--- config.mk ---
export PLATFORM = sky130hd
export DESIGN_NAME = sobel_edge_threshold_top
export DESIGN_NICKNAME = d
export VERILOG_FILES = /design/src/design/sob_pkg.sv /design/src/design/sob_line_buf.sv /design/src/design/sob_grad.sv /design/src/design/sobel_edge_threshold_top.sv
export SDC_FILE = /design/constraint.sdc
export NUM_CORES = 2
export LEC_CHECK = 0
export BUFFER_PORTS_ARGS = -buffer_cell sky130_fd_sc_hd__buf_2
export CAP_MARGIN = 20
export CORE_MARGIN = 2
export CORE_UTILIZATION = 30
export CTS_CLUSTER_SIZE = 25
export DETAILED_ROUTE_END_ITERATION = 8
export PLACE_DENSITY = 0.46
export SKIP_LAST_GASP = 1
export SYNTH_ARGS = -nofsm -noshare
export SYNTH_HDL_FRONTEND = slang
export SYNTH_SLANG_ARGS = --single-unit
--- constraint.sdc ---
create_clock -name clk -period 9.8 [get_ports clk]
set_input_delay 0.98 -clock clk [delete_from_list [all_inputs] [get_ports clk]]
set_output_delay 0.98 -clock clk [all_outputs]
set_load 0.005 [all_outputs]
--- src/design/sob_pkg.sv ---
`default_nettype none

package sob_pkg;

  localparam int unsigned PIX_W    = 16;
  localparam int unsigned POS_W    = 7;
  localparam int unsigned DIM_W    = 8;
  localparam int unsigned CFG_IDX_W = 2;
  localparam int unsigned CFG_DATA_W = 16;
  localparam int unsigned SUM_W    = PIX_W + 2;
  localparam int unsigned MIN_DIM  = 3;
  localparam int unsigned MAX_HEIGHT = 128;

  typedef logic [PIX_W-1:0]     pix_t;
  typedef logic [PIX_W-1:0]     mag_t;
  typedef logic [POS_W-1:0]     pos_t;
  typedef logic [DIM_W-1:0]     dim_t;
  typedef logic [CFG_IDX_W-1:0] cfg_idx_t;

  localparam cfg_idx_t REG_IMAGE_WIDTH    = 2'd0;
  localparam cfg_idx_t REG_IMAGE_HEIGHT   = 2'd1;
  localparam cfg_idx_t REG_EDGE_THRESHOLD = 2'd2;

  localparam dim_t RST_IMAGE_WIDTH    = 8'd120;
  localparam dim_t RST_IMAGE_HEIGHT   = 8'd120;
  localparam pix_t RST_EDGE_THRESHOLD = 16'h8000;
  localparam mag_t MAG_MAX            = 16'hffff;

  // one column of the 3x3 window
  typedef struct packed {
    pix_t top;
    pix_t mid;
    pix_t bot;
  } col3_t;

  // line buffer write request
  typedef struct packed {
    logic en;
    pix_t older;
    pix_t newer;
  } lb_wr_t;

endpackage

`default_nettype wire

--- src/design/sob_line_buf.sv ---
`default_nettype none

module sob_line_buf #(
  parameter int unsigned DEPTH = 128,
  localparam int unsigned AW   = $clog2(DEPTH)
) (
  input  wire logic            clk,
  input  wire logic            rd_en,
  input  wire logic [AW-1:0]   rd_addr,
  output logic [2*sob_pkg::PIX_W-1:0] rd_data,
  input  wire sob_pkg::lb_wr_t wr,
  input  wire logic [AW-1:0]   wr_addr
);

  logic [2*sob_pkg::PIX_W-1:0] mem [DEPTH];

  always_ff @(posedge clk) begin
    if (wr.en) begin
      mem[wr_addr] <= {wr.older, wr.newer};
    end
  end

  always_ff @(posedge clk) begin
    if (rd_en) begin
      rd_data <= mem[rd_addr];
    end
  end

endmodule

`default_nettype wire

--- src/design/sob_grad.sv ---
`default_nettype none

module sob_grad (
  input  wire sob_pkg::col3_t left,
  input  wire sob_pkg::pix_t  ctop,
  input  wire sob_pkg::pix_t  cbot,
  input  wire sob_pkg::col3_t right,
  input  wire sob_pkg::pix_t  threshold,
  output sob_pkg::mag_t       mag,
  output logic                edge_flag
);

  typedef logic [sob_pkg::SUM_W-1:0] sum_t;

  sum_t sum_r, sum_l, sum_b, sum_t_row, gx, gy;
  logic [sob_pkg::SUM_W:0] total;

  always_comb begin
    sum_r     = sum_t'(right.top) + sum_t'({right.mid, 1'b0}) + sum_t'(right.bot);
    sum_l     = sum_t'(left.top) + sum_t'({left.mid, 1'b0}) + sum_t'(left.bot);
    sum_b     = sum_t'(left.bot) + sum_t'({cbot, 1'b0}) + sum_t'(right.bot);
    sum_t_row = sum_t'(left.top) + sum_t'({ctop, 1'b0}) + sum_t'(right.top);
    gx = (sum_r >= sum_l) ? sum_r - sum_l : sum_l - sum_r;
    gy = (sum_b >= sum_t_row) ? sum_b - sum_t_row : sum_t_row - sum_b;
    total = {1'b0, gx} + {1'b0, gy};
    if (|total[sob_pkg::SUM_W:sob_pkg::PIX_W]) begin
      mag = sob_pkg::MAG_MAX;
    end else begin
      mag = total[sob_pkg::PIX_W-1:0];
    end
    edge_flag = (mag > threshold);
  end

endmodule

`default_nettype wire

--- src/design/sobel_edge_threshold_top.sv ---
`default_nettype none

// Channel  | Handshake              | Payload
// ---------+------------------------+-----------------------------------------------
// in       | in_valid / in_ready    | in_pixel
// out      | out_valid / out_ready  | out_edge_res, out_magnitude, out_row, out_col,
//          |                        | out_frame_last
// cfg      | cfg_wr_en              | cfg_index, cfg_wdata
//
// One pixel per cycle sustained while the output is not stalled; a pixel passes through
// the input register and its result into the result register. Line buffer read is
// registered at accept; line buffer write and window shift happen when the pixel moves into the result register.
// Border pixels produce no output transaction.
// Reset clears counters, window and valids and loads config defaults; line buffer contents stay unknown.
// A stalled output holds the result register; input stalls once the pipe is full.

module sobel_edge_threshold_top #(
  parameter int unsigned MAX_WIDTH = 128
) (
  input  wire logic                clk,
  input  wire logic                rst_n,
  input  wire logic                in_valid,
  output logic                     in_ready,
  input  wire logic [15:0]         in_pixel,
  output logic                     out_valid,
  input  wire logic                out_ready,
  output logic                     out_edge_res,
  output logic [15:0]              out_magnitude,
  output logic [6:0]               out_row,
  output logic [6:0]               out_col,
  output logic                     out_frame_last,
  input  wire logic                cfg_wr_en,
  input  wire logic [1:0]          cfg_index,
  input  wire logic [15:0]         cfg_wdata
);

  localparam int unsigned AW   = $clog2(MAX_WIDTH);
  localparam int unsigned WCMP = (AW + 1 > 9) ? AW + 1 : 9;

  typedef logic [AW-1:0]   col_t;
  typedef logic [WCMP-1:0] wcmp_t;

  // config
  sob_pkg::dim_t width_r, height_r;
  sob_pkg::pix_t thresh_r;

  always_ff @(posedge clk) begin
    if (!rst_n) begin
      width_r  <= sob_pkg::RST_IMAGE_WIDTH;
      height_r <= sob_pkg::RST_IMAGE_HEIGHT;
      thresh_r <= sob_pkg::RST_EDGE_THRESHOLD;
    end else if (cfg_wr_en) begin
      unique case (cfg_index)
        sob_pkg::REG_IMAGE_WIDTH:    width_r  <= cfg_wdata[sob_pkg::DIM_W-1:0];
        sob_pkg::REG_IMAGE_HEIGHT:   height_r <= cfg_wdata[sob_pkg::DIM_W-1:0];
        sob_pkg::REG_EDGE_THRESHOLD: thresh_r <= cfg_wdata;
        default: ;
      endcase
    end
  end

  // effective last column and row
  wcmp_t         w_eff;
  sob_pkg::dim_t h_eff;
  col_t          last_col;
  sob_pkg::pos_t last_row;

  always_comb begin
    if (wcmp_t'(width_r) < wcmp_t'(sob_pkg::MIN_DIM)) begin
      w_eff = wcmp_t'(sob_pkg::MIN_DIM);
    end else if (wcmp_t'(width_r) > wcmp_t'(MAX_WIDTH)) begin
      w_eff = wcmp_t'(MAX_WIDTH);
    end else begin
      w_eff = wcmp_t'(width_r);
    end
    if (height_r < sob_pkg::dim_t'(sob_pkg::MIN_DIM)) begin
      h_eff = sob_pkg::dim_t'(sob_pkg::MIN_DIM);
    end else if (height_r > sob_pkg::dim_t'(sob_pkg::MAX_HEIGHT)) begin
      h_eff = sob_pkg::dim_t'(sob_pkg::MAX_HEIGHT);
    end else begin
      h_eff = height_r;
    end
    last_col = col_t'(w_eff - wcmp_t'(1));
    last_row = sob_pkg::pos_t'(h_eff - sob_pkg::dim_t'(1));
  end

  // handshakes
  logic s1_valid_r, s1_adv, accept;

  assign s1_adv   = s1_valid_r && (!out_valid || out_ready);
  assign in_ready = !s1_valid_r || s1_adv;
  assign accept   = in_valid && in_ready;

  // raster counters
  col_t          col_r, col_nxt;
  sob_pkg::pos_t row_r, row_nxt;

  always_comb begin
    col_nxt = col_r;
    row_nxt = row_r;
    if (accept) begin
      if (col_r >= last_col) begin
        col_nxt = '0;
        row_nxt = (row_r >= last_row) ? '0 : row_r + sob_pkg::pos_t'(1);
      end else begin
        col_nxt = col_r + col_t'(1);
      end
    end
  end

  always_ff @(posedge clk) begin
    if (!rst_n) begin
      col_r <= '0;
      row_r <= '0;
    end else begin
      col_r <= col_nxt;
      row_r <= row_nxt;
    end
  end

  // input stage
  sob_pkg::pix_t s1_pix_r;
  col_t          s1_col_r;
  sob_pkg::pos_t s1_row_r;

  always_ff @(posedge clk) begin
    if (!rst_n) begin
      s1_valid_r <= 1'b0;
    end else if (in_ready) begin
      s1_valid_r <= in_valid;
    end
  end

  always_ff @(posedge clk) begin
    if (accept) begin
      s1_pix_r <= in_pixel;
      s1_col_r <= col_r;
      s1_row_r <= row_r;
    end
  end

  // line buffers
  logic [2*sob_pkg::PIX_W-1:0] lb_rd_data;
  sob_pkg::lb_wr_t             lb_wr;
  sob_pkg::col3_t              right;

  assign right.top = lb_rd_data[2*sob_pkg::PIX_W-1:sob_pkg::PIX_W];
  assign right.mid = lb_rd_data[sob_pkg::PIX_W-1:0];
  assign right.bot = s1_pix_r;

  assign lb_wr.en    = s1_adv;
  assign lb_wr.older = right.mid;
  assign lb_wr.newer = s1_pix_r;

  sob_line_buf #(
    .DEPTH (MAX_WIDTH)
  ) u_line_buf (
    .clk     (clk),
    .rd_en   (accept),
    .rd_addr (col_r),
    .rd_data (lb_rd_data),
    .wr      (lb_wr),
    .wr_addr (s1_col_r)
  );

  // window: left column and center column
  sob_pkg::col3_t win_left_r, win_ctr_r;

  always_ff @(posedge clk) begin
    if (!rst_n) begin
      win_left_r <= '0;
      win_ctr_r  <= '0;
    end else if (s1_adv) begin
      win_left_r <= win_ctr_r;
      win_ctr_r  <= right;
    end
  end

  // gradient
  sob_pkg::mag_t mag;
  logic          edge_flag;

  sob_grad u_grad (
    .left      (win_left_r),
    .ctop      (win_ctr_r.top),
    .cbot      (win_ctr_r.bot),
    .right     (right),
    .threshold (thresh_r),
    .mag       (mag),
    .edge_flag (edge_flag)
  );

  logic interior, frame_last;
  col_t col_m1;

  always_comb begin
    interior = (s1_row_r >= sob_pkg::pos_t'(2)) && (s1_col_r >= col_t'(2)) &&
               (s1_row_r <= last_row) && (s1_col_r <= last_col);
    frame_last = (s1_row_r == last_row) && (s1_col_r == last_col);
    col_m1 = s1_col_r - col_t'(1);
  end

  // result register
  logic out_valid_r, out_valid_nxt;

  always_comb begin
    out_valid_nxt = out_valid_r;
    if (s1_adv) begin
      out_valid_nxt = interior;
    end else if (out_ready) begin
      out_valid_nxt = 1'b0;
    end
  end

  always_ff @(posedge clk) begin
    if (!rst_n) begin
      out_valid_r <= 1'b0;
    end else begin
      out_valid_r <= out_valid_nxt;
    end
  end

  logic          out_edge_r, out_last_r;
  sob_pkg::mag_t out_mag_r;
  sob_pkg::pos_t out_row_r, out_col_r;

  always_ff @(posedge clk) begin
    if (s1_adv) begin
      out_edge_r <= edge_flag;
      out_mag_r  <= mag;
      out_row_r  <= s1_row_r - sob_pkg::pos_t'(1);
      out_col_r  <= sob_pkg::pos_t'(col_m1);
      out_last_r <= frame_last;
    end
  end

  assign out_valid      = out_valid_r;
  assign out_edge_res   = out_edge_r;
  assign out_magnitude  = out_mag_r;
  assign out_row        = out_row_r;
  assign out_col        = out_col_r;
  assign out_frame_last = out_last_r;

endmodule

`default_nettype wire

# Word level (Yosys, flattened, before mapping)
# Memories as Yosys holds them, arrays and structs flattened. A register that Yosys moved wholly into a read port is not among the register bits.
# Index checks and enable logic that the tools add are counted.
[totals]
register_bits = 206
input_bits = 39
mem_count = 1
ramBits = 4096
wordCells = 88
[op_classes]
mux = 13
reduce_logical = 17
n_eq_ne = 4
n_addsub = 19
order_cmp = 13
[mem_list]
columns = ["name", "depth", "width", "read_ports", "rd_clocked_by_memory_dff", "wr", "line", "rtl"]
rows = [
  ["u_line_buf.mem", 128, 32, 1, 1, 1, "sob_line_buf.sv:15", "logic [2*sob_pkg::PIX_W-1:0] mem [DEPTH];"],
]
[op_table]
columns = ["op", "n"]
rows = [
  ["adder 16 x 17 -> 18 bit", 4],
  ["adder 18 x 16 -> 18 bit", 4],
  ["subtractor 18 bit", 4],
  ["two-way mux 7 bit", 6],
  [">= comparator 18 bit", 2],
  ["two-way mux 18 bit", 2],
  ["subtractor 7 x 1 -> 7 bit (second input constant)", 4],
  ["adder 18 x 18 -> 19 bit", 1],
  ["greater-than comparator 16 bit", 1],
  ["greater-than comparator 8 bit (second input constant)", 2],
  ["less-than comparator 8 x 2 -> 1 bit (second input constant)", 2],
  ["two-way mux 16 bit", 1],
  ["adder 7 x 1 -> 7 bit (second input constant)", 2],
  ["== test 7 bit", 2],
  [">= comparator 7 x 2 -> 1 bit (second input constant)", 2],
  [">= comparator 7 bit", 2],
  ["less-or-equal comparator 7 bit", 2],
  ["AND reduction 2 bit", 4],
  ["logical AND 1 bit", 6],
  ["two-way mux 1 bit", 4],
  ["OR reduction 3 bit", 1],
  ["== test 2 x 1 -> 1 bit (second input constant)", 1],
  ["== test 2 bit (second input constant)", 1],
  ["zero test 1 bit", 2],
  ["other kinds (3)", 4],
]

# Longest topological paths before layout
[depth]
depth_word = 8
ltp_mapped = 45
ltp_nobuf = 44

# Modules after synthesis
# Synthesis repeated with hierarchy kept, for this count alone.
[hier_totals]
cells_unflattened = 7948
area_unflattened_um2 = 173756.6
[by_module_without_submodules]
columns = ["module", "n_inst", "seq_area_each_um2", "cells_per_inst", "area_each_um2"]
rows = [
  ["sob_line_buf", 1, 123958.9, 5990, 156596.4],
  ["sob_grad", 1, 0.0, 1112, 8644.5],
  ["sobel_edge_threshold_top", 1, 4744.6, 846, 8515.7],
]

# Worst setup path before layout
# OpenSTA, ideal clock, no wires.
[synth_path]
kind = "register -> register"
start = "register s1_pix_r[1]"
end = "register out_edge_r, in the netlist out_edge_res (data pin)"
t_arrival_ns = 10.350
synth_period_minus_slack_ns = 10.615
setup_slack_ns = -0.815
path_buffers = 2
stages_incl_launch_ff = 43
path_cell_list = "edfxtp_1 > inv_1 > fa_1 > inv_1 > ha_1 > fa_1 > a21oi_1 > o21bai_1 > a21oi_1 > o21ai_0 > a211o_1 > a31o_2 > a21o_1 > xnor2_1 > ha_1 > a21o_1 > a21o_1 > a211oi_2 > (+7 left out) > o21ai_1 > a21boi_1 > o41ai_4 > o21ai_1 > a31oi_1 > o2111ai_1 > mux2i_1 > buf_2 > nand3_1 > ha_1 > o21a_1 > o21a_1 > o21a_1 > o21a_1 > o21a_1 > o21a_1 > o21ai_0 > a31oi_1"
[synth_via]
elab_chain_cells = 7
[synth_rtl]
columns = ["item", "line", "rtl"]
rows = [
  ["from (decl)", "sobel_edge_threshold_top.sv:122", "sob_pkg::pix_t s1_pix_r;"],
  ["from (signal assigned)", "sobel_edge_threshold_top.sv:136", "s1_pix_r <= in_pixel;"],
  ["adder 18 x 16 -> 18 bit, on equally long branches", "sob_grad.sv:19, sob_grad.sv:21", ""],
  ["subtractor 18 bit (tied with other cells)", "sob_grad.sv:23", "gx = (sum_r >= sum_l) ? sum_r - sum_l : sum_l - sum_r;"],
  ["two-way mux 18 bit, on equally long branches", "sob_grad.sv:23, sob_grad.sv:24", ""],
  ["adder 18 x 18 -> 19 bit *", "sob_grad.sv:25", "total = {1'b0, gx} + {1'b0, gy};"],
  ["OR reduction 3 bit", "sob_grad.sv:26", "if (|total[sob_pkg::SUM_W:sob_pkg::PIX_W]) begin"],
  ["two-way mux 16 bit *", "sob_grad.sv:26", ""],
  ["net mag[2]", "sobel_edge_threshold_top.sv:180", "sob_pkg::mag_t mag;"],
  ["greater-than comparator 16 bit *", "sob_grad.sv:31", "edge_flag = (mag > threshold);"],
  ["net edge_flag", "sobel_edge_threshold_top.sv:181", "logic edge_flag;"],
  ["to (signal assigned)", "sobel_edge_threshold_top.sv:229", "out_edge_r <= edge_flag;"],
  ["to (decl)", "sobel_edge_threshold_top.sv:223", "logic out_edge_r, out_last_r;"],
]
# The timed path passes the listed nets; every way through them passes the cells marked *.
# A chain may end at the register's enable or synchronous reset.

# Final worst setup path
[layout_path]
start = "register u_line_buf.rd_data[18] (netlist bit), read port of u_line_buf.mem"
end = "register out_edge_r, in the netlist out_edge_res (data pin)"
[layout_via]
elab_chain_cells = 8
[layout_rtl]
columns = ["item", "line", "rtl"]
rows = [
  ["from (decl)", "sob_line_buf.sv:10", "output logic [2*sob_pkg::PIX_W-1:0] rd_data,"],
  ["adder 16 x 17 -> 18 bit", "sob_grad.sv:19", "sum_r = sum_t'(right.top) + sum_t'({right.mid, 1'b0}) + sum_t'(right.bot);"],
  ["adder 18 x 16 -> 18 bit", "sob_grad.sv:19", ""],
  ["subtractor 18 bit or >= comparator 18 bit (tied branches)", "sob_grad.sv:23", ""],
  ["two-way mux 18 bit", "sob_grad.sv:23", ""],
  ["adder 18 x 18 -> 19 bit *", "sob_grad.sv:25", ""],
  ["OR reduction 3 bit", "sob_grad.sv:26", ""],
  ["two-way mux 16 bit *", "sob_grad.sv:26", ""],
  ["net mag[2]", "sobel_edge_threshold_top.sv:180", ""],
  ["greater-than comparator 16 bit *", "sob_grad.sv:31", ""],
  ["net edge_flag", "sobel_edge_threshold_top.sv:181", ""],
]
# Marks and branches as above.

==> metrics <==
Die Wd=770 um; Top FF cell, synth=edfxtp_1; CP delay by family, top=compound AO/OA/AOI/OAI gates; Slew headroom=0.0825; Mean Syn Cell Area=20.0 um^2; GR Overflow Total=0; Clock Latency Late Sink=1.05 ns; Max stage delay on crit path=between 0.6 and 0.7 ns; Top Ports=73; gr usage total=0.177; critical path type=reg -> reg; Port Buf Inserts=72; status=completed; Power Total=44.1 mW; CTS Hold Bufs=0; Slew Limit Fails=0; post-synthesis cell count=8,806; asr flop ratio synth=0; slowest CP cell=fa_1; fin nets=9,545; WP buf/inv=2; # Post-CTS Setup Buffers=0; area growth from synthesis to layout=14.9%; final antenna-violating net count=0; CTS tree=yes; Tightest Pin Transition=1.38 ns; 1st-iter DRT viols=about 9,300; Hold Path Cell Cnt=1; pwr dens=218 nW/um^2; FILL cells=54,800; Achievable Freq=108 MHz; Worst R2R End=out_edge_res; Post-synth EDFFs=~4,200; global-route wire length before repair=742,000 um; Die Y-Extent=770 um; Seq. cell area=129,000 um^2; R2R cell count=39; final setup skew=0.0814 ns; Final Hold Viols=0; DR pass1 iterations=6; Initial Utilization=0.301; Peak VDD IR=0.367 mV; CP endpoint kind=flip-flop; worst-path fanout max=17; DRC errors left=0; hold-critical path endpoint=s1_pix_r[11]; Final Cycle Share=0.941; Yosys warnings=0; CP most frequent cell=o21a_1; unique cell type count in the Yosys netlist=79; P_leak=62.1 nW; Worst Path Arrival=a little under 10 ns; vias in the first global route=about 92,000; Period minus WS final=9.22 ns; Max H-tree Level=5; max_cap viols=0; #FFs+latches synth=roughly 4,300; clk slew on worst S/H paths=roughly 0.06 ns; Max clock buf depth=4; CP required=~11 ns; register area share after synthesis=0.732; Placer Congestion=between 0.7 and 0.8; unrepaired setup endpoints after global routing=false; area of the multi-input gates=45,200 um^2; hold_sp=in_pixel[11]; Syn Std Cell Area=176,000 um^2; core area=585,000 um^2; Detailed Place HPWL=307,000 um; Post-Layout Cell Count=around 17,000; Site Rows=281; r2r startpoint=u_line_buf.rd_data[18]; CTS sink cnt=4,334; share of cells above drive strength 1=0.251; Die ar.=593,000 um^2; Setup violations, final=0; placed cells=16,552; Synthesized Nets=9,122; Vias per Instance=5.17; Worst Setup Start Kind=flip-flop; min-delay worst type=in -> reg; largest net degree at the start of global routing=130; flop2flop setup slack=0.58 ns; via count=89,972; cts repair resizes=0; cts bufs inserted=447; initial antenna violation count=56; wire length per cell=31.0 um; aggregate routed wire length=539,000 um; root buffer cell=clkbuf_16
==> metrics by stage <==
| stage | util | hold slack (ns) | TNS, ns | area (um^2) | worst slack [ns] |
|---|---|---|---|---|---|
| finish | 0.346 | 0.173 | 0 | 202000 | 0.581 |
| global route | 0.346 | 0.110 | 0 | 202000 | 0.00785 |
| CTS | 0.345 | 0.0795 | 0 | 202000 | 0.496 |
| detailed placement | 0.321 | 0.457 | 0 | 188000 | 0.576 |
| global placement | 0.321 | 0.452 | 0 | 188000 | 0.368 |
| floorplan | - | 0.431 | -0.335 | 176000 | -0.335 |
==> layout make-up <==
class                      count  share of cell area
antenna                       22            0.000272
sequential                  4334               0.637
clock inverter               249              0.0126
inverter                     200             0.00375
clock buffer                 567              0.0584
tap                         7782              0.0482
timing repair buffer         433              0.0167
multi-input combinational   3813               0.224
==> routing by layer <==
metal,GRT usage,vias to the layer above,wire length (um)
li1,-,36898,-
met1,0.249,49372,236000
met2,0.293,3030,258000
met3,0.0242,660,32500
met4,0.0406,12,12600
met5,0,-,92
==> cell usage after synthesis (all sizes together), types with 9 or more instances <==
cell type	number	area (um^2)
a211oi	100	756
o21bai	13	97.6
a21oi	250	1250
a311oi	11	96.3
buf	254	1610
nand2b	29	181
mux2i	332	3320
nor3	30	150
o21ai	151	756
nor2b	98	613
edfxtp	4190	126000
ha	208	2600
o22ai	15	93.8
a22oi	28	210
a211o	9	78.8
and3	16	100
dfxtp	144	2880
o211ai	14	105
inv	200	751
a221oi	26	234
a21boi	163	1220
xor2	49	429
clkbuf	205	769
mux4	1036	23300
nand3	59	295
xnor2	82	718
nand4	17	106
o221ai	30	263
fa	69	1380
a21o	61	458
a31oi	34	213
and2	12	75.1
mux2	147	1660
nor2	263	987
o21a	23	173
nand2	337	1260
==> how the worst max path moves through the flow <==
stage | from | endpoint | slack, ns | cells after the start
2_1_floorplan | s1_pix_r[1] | out_edge_res | -0.33 | 42
3_3_place_gp | s1_pix_r[1] | out_edge_res | 0.37 | 42
3_5_place_dp | win_left_r[1] | out_edge_res | 0.58 | 44
4_1_cts | win_left_r[1] | out_edge_res | 0.50 | 44
5_1_grt | win_left_r[1] | out_edge_res | 0.008 | 44
6_report | u_line_buf.rd_data[18] | out_edge_res | 0.58 | 39
==> cell families (layout without fill, tap and decap cells) <==
kind of cell / count (synthesis) / in the layout / synth area share
fa+ha+maj: 277 / 277 / 0.0226
compound gates: 983 / 983 / 0.0373
xor+xnor: 131 / 131 / 0.00652
other cells: 0 / 22 / 0
buf+inv: 659 / 1449 / 0.0178
simple gates: 907 / 907 / 0.0233
flops: 4334 / 4334 / 0.732
mux: 1515 / 1515 / 0.161
==> flip-flops by register name, indices dropped and copies added (netlist names), 8 cells and up <==
register,count
u_line_buf.mem,4096
win_left_r,48
s1_pix_r,16
u_line_buf.rd_data,32
out_magnitude,16
win_ctr_r,48
width_r,8
height_r,8
thresh_r,16
==> where the power goes <==
| group | switching (mW) | total, mW | internal [mW] | leakage [nW] |
|---|---|---|---|---|
| Combinational | 3.96 | 6.65 | 2.69 | 16.2 |
| Clock | 7.34 | 16.8 | 9.49 | 6.95 |
| Sequential | 0.0842 | 20.6 | 20.6 | 38.9 |
| Total | 11.4 | 44.1 | 32.7 | 62.1 |
==> placed cells by master, fill, tap and decap left out, types with 140 or more instances in the layout <==
| cell type | netlist | final |
|---|---|---|
| a21boi_0 | 162 | 162 |
| inv_1 | 200 | 197 |
| edfxtp_1 | 4190 | 4190 |
| ha_1 | 208 | 207 |
| nand2_1 | 337 | 335 |
| clkbuf_16 | 0 | 452 |
| mux4_2 | 1036 | 1036 |
| mux2i_1 | 332 | 332 |
| a21oi_1 | 249 | 245 |
| buf_4 | 70 | 334 |
| mux2_2 | 140 | 140 |
No activity file was read; power rests on OpenSTA's default activity.
